==> src/rtl/dlsm_pkg.sv <==
// Package for the dual LFSR stream masker: shared widths, seeds, register indexes
// and the control bundle passed from the sequencer to the keystream generator.
// No dependencies.
package dlsm_pkg;

   localparam int unsigned SHORT_BITS = 19;
   localparam int unsigned SHORT_TAP  = 6;
   localparam int unsigned LONG_BITS  = 118;
   localparam int unsigned LONG_TAP   = 84;
   localparam int unsigned BYTE_BITS  = 8;
   localparam int unsigned COUNT_BITS = 8;
   localparam int unsigned CSR_INDEX_BITS = 2;
   localparam int unsigned CSR_DATA_BITS  = 19;

   localparam logic [SHORT_BITS-1:0] SEED_SHORT_RESET = 19'h43E8B;
   localparam logic [COUNT_BITS-1:0] BITS_PER_BYTE_RESET = 8'd8;

   localparam logic [LONG_BITS-1:0] LONG_SEED =
      118'b1111111001110010011000011001010100010010000101111111110101001010000000110001101111111011111011110010010000101111001101;

   localparam logic [CSR_INDEX_BITS-1:0] CSR_SEED_SHORT    = 2'd0;
   localparam logic [CSR_INDEX_BITS-1:0] CSR_BITS_PER_BYTE = 2'd1;

   typedef struct packed {
      logic load;
      logic step;
   } kg_ctrl_type;

endpackage

==> src/rtl/dlsm_keygen.sv <==
// Keystream generator: the 19-bit and 118-bit shift registers and their combined
// feedback bit, advanced one step per cycle on request. Depends on dlsm_pkg.
module dlsm_keygen (
   input  logic                               clock,
   input  logic                               reset,
   input  dlsm_pkg::kg_ctrl_type              ctrl,
   input  logic [dlsm_pkg::SHORT_BITS-1:0]    seed_short,
   output logic                               key_bit
);

   logic [dlsm_pkg::SHORT_BITS-1:0] short_ff, short_in;
   logic [dlsm_pkg::LONG_BITS-1:0]  long_ff, long_in;
   logic fb_short, fb_long;

   assign fb_short = short_ff[0] ^ short_ff[dlsm_pkg::SHORT_TAP];
   assign fb_long  = long_ff[dlsm_pkg::LONG_BITS-1] ^ long_ff[dlsm_pkg::LONG_TAP];
   assign key_bit  = fb_short ^ fb_long;

   always_comb begin
      short_in = short_ff;
      long_in  = long_ff;
      if (ctrl.load) begin
         short_in = seed_short;
         long_in  = dlsm_pkg::LONG_SEED;
      end else if (ctrl.step) begin
         short_in = {fb_short, short_ff[dlsm_pkg::SHORT_BITS-1:1]};
         long_in  = {fb_long, long_ff[dlsm_pkg::LONG_BITS-1:1]};
      end
   end

   always_ff @(posedge clock) begin
      if (reset) begin
         short_ff <= dlsm_pkg::SEED_SHORT_RESET;
         long_ff  <= dlsm_pkg::LONG_SEED;
      end else begin
         short_ff <= short_in;
         long_ff  <= long_in;
      end
   end

endmodule

==> src/rtl/dlsm_seq.sv <==
// Sequencer: accepts a transaction, runs the generator for the configured number
// of steps, gathers the mask and holds the result register. Depends on dlsm_pkg.
module dlsm_seq (
   input  logic                               clock,
   input  logic                               reset,
   input  logic                               req_valid,
   output logic                               req_ready,
   input  logic [dlsm_pkg::BYTE_BITS-1:0]     req_data_byte,
   input  logic                               req_restart,
   output logic                               rsp_valid,
   input  logic                               rsp_ready,
   output logic [dlsm_pkg::BYTE_BITS-1:0]     rsp_out_byte,
   input  logic [dlsm_pkg::COUNT_BITS-1:0]    bits_per_byte,
   input  logic                               key_bit,
   output dlsm_pkg::kg_ctrl_type              ctrl
);

   typedef enum logic {
      ST_IDLE,
      ST_RUN
   } state_type;

   state_type                         state_ff;
   logic [dlsm_pkg::COUNT_BITS-1:0]   count_ff;
   logic [dlsm_pkg::BYTE_BITS-1:0]    data_ff;
   logic [dlsm_pkg::BYTE_BITS-1:0]    acc_ff;
   logic [dlsm_pkg::BYTE_BITS-1:0]    acc_in;
   logic                              rsp_valid_ff;
   logic [dlsm_pkg::BYTE_BITS-1:0]    rsp_out_byte_ff;
   logic                              slot_free;
   logic                              accept;
   logic                              done;

   assign req_ready    = (state_ff == ST_IDLE);
   assign accept       = req_valid && req_ready;
   assign slot_free    = !rsp_valid_ff || rsp_ready;
   assign done         = (state_ff == ST_RUN) && (count_ff == '0 || count_ff == 8'd1)
                         && slot_free;
   assign rsp_valid    = rsp_valid_ff;
   assign rsp_out_byte = rsp_out_byte_ff;
   assign acc_in       = {acc_ff[dlsm_pkg::BYTE_BITS-2:0], key_bit};

   always_comb begin
      ctrl.load = accept && req_restart;
      ctrl.step = 1'b0;
      if (state_ff == ST_RUN && count_ff != '0) begin
         ctrl.step = (count_ff != 8'd1) || slot_free;
      end
   end

   always_ff @(posedge clock) begin
      if (reset) begin
         state_ff     <= ST_IDLE;
         rsp_valid_ff <= 1'b0;
      end else begin
         if (done) begin
            rsp_valid_ff <= 1'b1;
         end else if (rsp_valid_ff && rsp_ready) begin
            rsp_valid_ff <= 1'b0;
         end
         case (state_ff)
            ST_IDLE: begin
               if (accept) begin
                  data_ff  <= req_data_byte;
                  count_ff <= bits_per_byte;
                  acc_ff   <= '0;
                  state_ff <= ST_RUN;
               end
            end
            ST_RUN: begin
               if (count_ff == '0) begin
                  if (slot_free) begin
                     rsp_out_byte_ff <= data_ff;
                     state_ff        <= ST_IDLE;
                  end
               end else if (count_ff == 8'd1) begin
                  if (slot_free) begin
                     rsp_out_byte_ff <= data_ff ^ acc_in;
                     state_ff        <= ST_IDLE;
                  end
               end else begin
                  acc_ff   <= acc_in;
                  count_ff <= count_ff - 8'd1;
               end
            end
            default: begin
               state_ff <= ST_IDLE;
            end
         endcase
      end
   end

endmodule

==> src/rtl/dual_lfsr_stream_masker_core.sv <==
// Dual LFSR stream masker: XORs each data byte with a keystream byte taken from
// two combined shift registers. Masking and unmasking are the same operation.
// Depends on dlsm_pkg, dlsm_seq and dlsm_keygen.
//
// Channels: req_ carries one byte and a restart flag per transaction, rsp_ returns
// the masked byte, csr_ writes seed_short (index 0) and bits_per_byte (index 1).
// Writes to other indexes are ignored; csr_ready is always high.
// A restart reloads both shift registers from their seeds before the byte.
// After acceptance the block runs one generator step per cycle through the single
// keystream unit; the result is registered at the edge of the last step (or, for a
// count of zero, with no step), and the block is ready again from that same edge,
// so it takes no new byte until the result of the one before is registered.
// The output register lets a result wait while the next byte is accepted and
// stepped; only the final step, or the finish for a count of zero, waits until
// the previous result is taken.
// Reset, synchronous and active high, restores the register defaults and loads
// both shift registers from their seeds; no clearing pass is needed.
module dual_lfsr_stream_masker_core (
   input  logic                                   clock,
   input  logic                                   reset,
   input  logic                                   req_valid,
   output logic                                   req_ready,
   input  logic [dlsm_pkg::BYTE_BITS-1:0]         req_data_byte,
   input  logic                                   req_restart,
   output logic                                   rsp_valid,
   input  logic                                   rsp_ready,
   output logic [dlsm_pkg::BYTE_BITS-1:0]         rsp_out_byte,
   input  logic                                   csr_valid,
   output logic                                   csr_ready,
   input  logic [dlsm_pkg::CSR_INDEX_BITS-1:0]    csr_index,
   input  logic [dlsm_pkg::CSR_DATA_BITS-1:0]     csr_data
);

   logic [dlsm_pkg::SHORT_BITS-1:0] seed_short_ff;
   logic [dlsm_pkg::COUNT_BITS-1:0] bits_per_byte_ff;
   dlsm_pkg::kg_ctrl_type           ctrl;
   logic                            key_bit;

   assign csr_ready = 1'b1;

   always_ff @(posedge clock) begin
      if (reset) begin
         seed_short_ff    <= dlsm_pkg::SEED_SHORT_RESET;
         bits_per_byte_ff <= dlsm_pkg::BITS_PER_BYTE_RESET;
      end else if (csr_valid && csr_ready) begin
         case (csr_index)
            dlsm_pkg::CSR_SEED_SHORT: begin
               seed_short_ff <= csr_data[dlsm_pkg::SHORT_BITS-1:0];
            end
            dlsm_pkg::CSR_BITS_PER_BYTE: begin
               bits_per_byte_ff <= csr_data[dlsm_pkg::COUNT_BITS-1:0];
            end
            default: begin
            end
         endcase
      end
   end

   dlsm_seq u_seq (
      .clock         (clock),
      .reset         (reset),
      .req_valid     (req_valid),
      .req_ready     (req_ready),
      .req_data_byte (req_data_byte),
      .req_restart   (req_restart),
      .rsp_valid     (rsp_valid),
      .rsp_ready     (rsp_ready),
      .rsp_out_byte  (rsp_out_byte),
      .bits_per_byte (bits_per_byte_ff),
      .key_bit       (key_bit),
      .ctrl          (ctrl)
   );

   dlsm_keygen u_keygen (
      .clock      (clock),
      .reset      (reset),
      .ctrl       (ctrl),
      .seed_short (seed_short_ff),
      .key_bit    (key_bit)
   );

endmodule

==> config.mk <==
export PLATFORM = sky130hd
export DESIGN_NAME = dual_lfsr_stream_masker_core
export DESIGN_NICKNAME = d
export VERILOG_FILES = /design/src/rtl/dlsm_pkg.sv /design/src/rtl/dlsm_keygen.sv /design/src/rtl/dlsm_seq.sv /design/src/rtl/dual_lfsr_stream_masker_core.sv
export SDC_FILE = /design/constraint.sdc
export NUM_CORES = 1
export LEC_CHECK = 0
export BUFFER_PORTS_ARGS = -buffer_cell sky130_fd_sc_hd__clkbuf_2
export CORE_ASPECT_RATIO = 0.5
export CORE_MARGIN = 8
export CORE_UTILIZATION = 40
export CTS_BUF_LIST = sky130_fd_sc_hd__clkbuf_16
export DETAILED_ROUTE_END_ITERATION = 10
export SLEW_MARGIN = 20
export SYNTH_ARGS = -nofsm -noshare
export SYNTH_HDL_FRONTEND = slang
export SYNTH_HIERARCHICAL = 1
export SYNTH_SLANG_ARGS = --single-unit
==> constraint.sdc <==
create_clock -name clock -period 2.4 [get_ports clock]
set_input_delay 0.12 -clock clock [delete_from_list [all_inputs] [get_ports clock]]
set_output_delay 0.12 -clock clock [all_outputs]
set_load 0.1 [all_outputs]
==> reports/qor.yml <==
sta:
  rsz0062_at_grt: "false"
  min_period_ns: 2.14
  setup_tns_ns: 0
  slew_viol_final: 0
  finalCritPeriodShare: 0.890
  tightest_slew_ns: 0.569
  final-setup-viol-count: 0
  setup_ws_ns: 0.265
  finClkSkew_ns: 0.00752
  hold_violations: 0
  fmax_mhz: 468
  max_slew_margin: 0.620
drt:
  drt-initial-drc-count: 149
  finalWirelength_mm: 9.12
  routedWlPerCell_um: 13.4
  viasPerCell: 4.62
  drtPass1Iterations: 4
  vias: 3139
  drc: 0
  postRouteAntennaNets: 0
placement:
  pre_cts_slack_ns: 0.149
  gp_congestion: 0.692
  io_buffer_count: 44
  dp_cells: 623
  hpwl_mm: 5.65
synth:
  synth_fa_ha_area_frac: 0.00783
  synth_top_family_by_area: "multiplexers"
  synthArstFlopShare: 0
  synth-seq-cells: 113
  yosysSeqAreaShare: 0.537
  synth-xor-area-share: 0.0256
  synth_cell_types: 38
  syn_nets: 469
  avgSynthCellArea_um2: 11.1
  synth_area_mm2: 0.00479
  synth-compound-area-share: 0.0444
  synth_cells: 431
  synth.mux.area_fraction: 0.181
  synth_edf_count: 31
  synth_ff_type: "dfxtp_1"
  yosysWarnings: 6
  yosys.area_share.simple: 0.154
cts:
  cts_tree: "built"
  numCtsBuffers: 17
  cts.sinks: 113
  root_buffer: "clkbuf_16"
  h-tree-depth: 4
  clk_path_buf_depth: 2
  insertion_delay_ns: 0.40
  clk_pin_slew_ns: 0.06
global_routing:
  grtUsageMet2: 0.187
  grtUsageTotal: 0.122
  grt_pass1_vias: 3099
  grt_overflow: 0
  met3_usage: 0.0378
  met1_usage: 0.159
  grt_busiest_layer: "met2"
  antenna_found_initial: 0
  grt_first_pass_wirelength_mm: 15.4
  grt_max_degree: 39
die:
  die_w_um: 171
  fp-row-count: 28
  pin_count: 46
  initial_core_util: 0.408
  core_mm2: 0.0117
  die_y_um: 93.4
  design.die.area_mm2: 0.0160
final_layout:
  layoutNonFillerInstCount: 680
  antenna_cells: 0
  syn2layout_area_growth_pct: 23.7
  final_common_cell: "dfxtp_1"
  drive_above_1_share: 0.192
  final_cell_mix: "dfxtp_1, mux2i_1, nor2_1"
  final_nets: 540
worst_setup_path:
  crit_chain: "or3_1 -> buf_4 -> or3_1 -> nor3_2 -> buf_4"
  cp_top_family: "simple AND/OR/NAND/NOR gates"
  worst-setup-path-type: "flop to flop"
  setup.worst_path.end_class: "flop"
  path_buf_inv: 2
  cp.required_ns: 2.51
  cp.arrival_ns: 2.24
  cp-start-kind: "flop"
  cpPeakStageDelay_ns: 0.44
  cp_slowest_cell: "edfxtp_1"
  cp_max_fo: 16
pwr:
  p_leak_nw: 2.31
  vdd_drop_max_v: 0.000533
  power.density_mw_per_mm2: 827
hold_path:
  min_path_type: "input pin to flop"
run:
  drv_cap: 0
run_status:
  status: "finished, final reports clean"
==> cells by family after synthesis <==
group	Yosys count
AO/OA/AOI/OAI	40
multiplexers	86
adder cells (fa/ha/maj)	3
XOR/XNOR	14
flip-flops	113
AND/OR/NAND/NOR	141
other	1
buffers and inverters	33
==> worst min-delay path, cell delays in order <==
cell	delay, ns
clkbuf_2	0.10
nand2b_1	0.08
mux2i_1	0.07
==> sequential cells by signal (all words and copies together) (netlist names), 7 cells and up <==
register / cells
u_seq/rsp_out_byte: 8
u_seq/acc_ff: 7
u_keygen/short_ff: 19
seed_short_ff: 19
bits_per_byte_ff: 8
u_seq/count_ff: 8
u_seq/data_ff: 8
u_keygen/long_ff: 34
==> area by class of cell <==
| class | count | area, um^2 |
|---|---|---|
| well taps | 165 | 206 |
| inverters | 3 | 11.3 |
| clock inverters | 15 | 145 |
| clock buffers | 17 | 425 |
| multi-input cells | 285 | 2000 |
| fillers | 1041 | 5810 |
| repair buffers | 82 | 568 |
| flip-flops and latches | 113 | 2570 |
==> synthesized netlist by cell type, types with 2 or more instances <==
| cell | instances | area share |
|---|---|---|
| nor3b_1 | 11 | 0.017 |
| nand2_1 | 20 | 0.016 |
| or4_1 | 2 | 0.0031 |
| clkbuf_1 | 9 | 0.0070 |
| nor2b_1 | 4 | 0.0052 |
| o21ai_0 | 15 | 0.016 |
| dfxtp_1 | 82 | 0.34 |
| xnor2_1 | 13 | 0.024 |
| mux2_2 | 7 | 0.016 |
| a21oi_1 | 18 | 0.019 |
| nor2_1 | 51 | 0.040 |
| buf_4 | 3 | 0.0047 |
| edfxtp_1 | 31 | 0.19 |
| inv_1 | 3 | 0.0023 |
| buf_12 | 2 | 0.0084 |
| nor3_1 | 2 | 0.0021 |
| and3_1 | 2 | 0.0026 |
| mux2i_1 | 79 | 0.17 |
| a31oi_1 | 3 | 0.0039 |
| buf_6 | 8 | 0.019 |
| nand2b_1 | 30 | 0.039 |
| buf_2 | 8 | 0.0084 |
| ha_1 | 3 | 0.0078 |
| or3_1 | 5 | 0.0065 |
| and2_1 | 7 | 0.0091 |
==> metrics by stage <==
step / cell area (um^2) / total power, mW / util / hold WS, ns
after floorplan: 4790 / 2.43 / - / 0.189
after global placement: 5100 / 2.51 / 0.434 / 0.299
after detailed placement: 5100 / 2.51 / 0.434 / 0.300
after CTS: 5920 / 4.96 / 0.504 / 0.00644
after global routing: 5930 / 5.10 / 0.505 / 0.0186
final: 5930 / 4.90 / 0.505 / 0.0168
==> final timing paths <==
check	start	endpoint	slack, ns	cells after the start
max	u_seq/count_ff[2]$_DFFE_PP_	u_seq/rsp_out_byte[2]$_DFFE_PP_	0.26	5
max reg2reg	u_seq/count_ff[2]$_DFFE_PP_	u_seq/rsp_out_byte[2]$_DFFE_PP_	0.26	5
min reg2reg	u_keygen/long_ff[100]$_SDFFE_PP1P_	u_keygen/long_ff[99]$_SDFFE_PP1P_	0.47	2
min	csr_data[7]	bits_per_byte_ff[7]$_SDFFE_PP0P_	0.02	3
==> power by group <==
group          leakage [nW]  total, mW  switching, mW  internal (mW)
registers             0.961       2.10         0.0484           2.05
clock network         0.272       2.39          0.877           1.51
logic                  1.07      0.407          0.211          0.196
total                  2.31       4.90           1.14           3.76
==> layer usage <==
metal  vias to the layer above  routed length, um  share of wire
met5                         -                  0              0
li1                       1622                  -              -
met3                         8                336          0.037
met2                        43               4060           0.45
met4                         0                104          0.011
met1                      1466               4620           0.51
==> timing repair <==
action | 4_1_cts | 5_1_grt
hold buffers | 25 | 0
buffers inserted | 0 | 0
setup endpoints to repair | 0 | 27
endpoints found under the hold margin | 27 | 0
gates resized for setup | 0 | 1
Note: power is estimated with default switching activity, not from simulation.
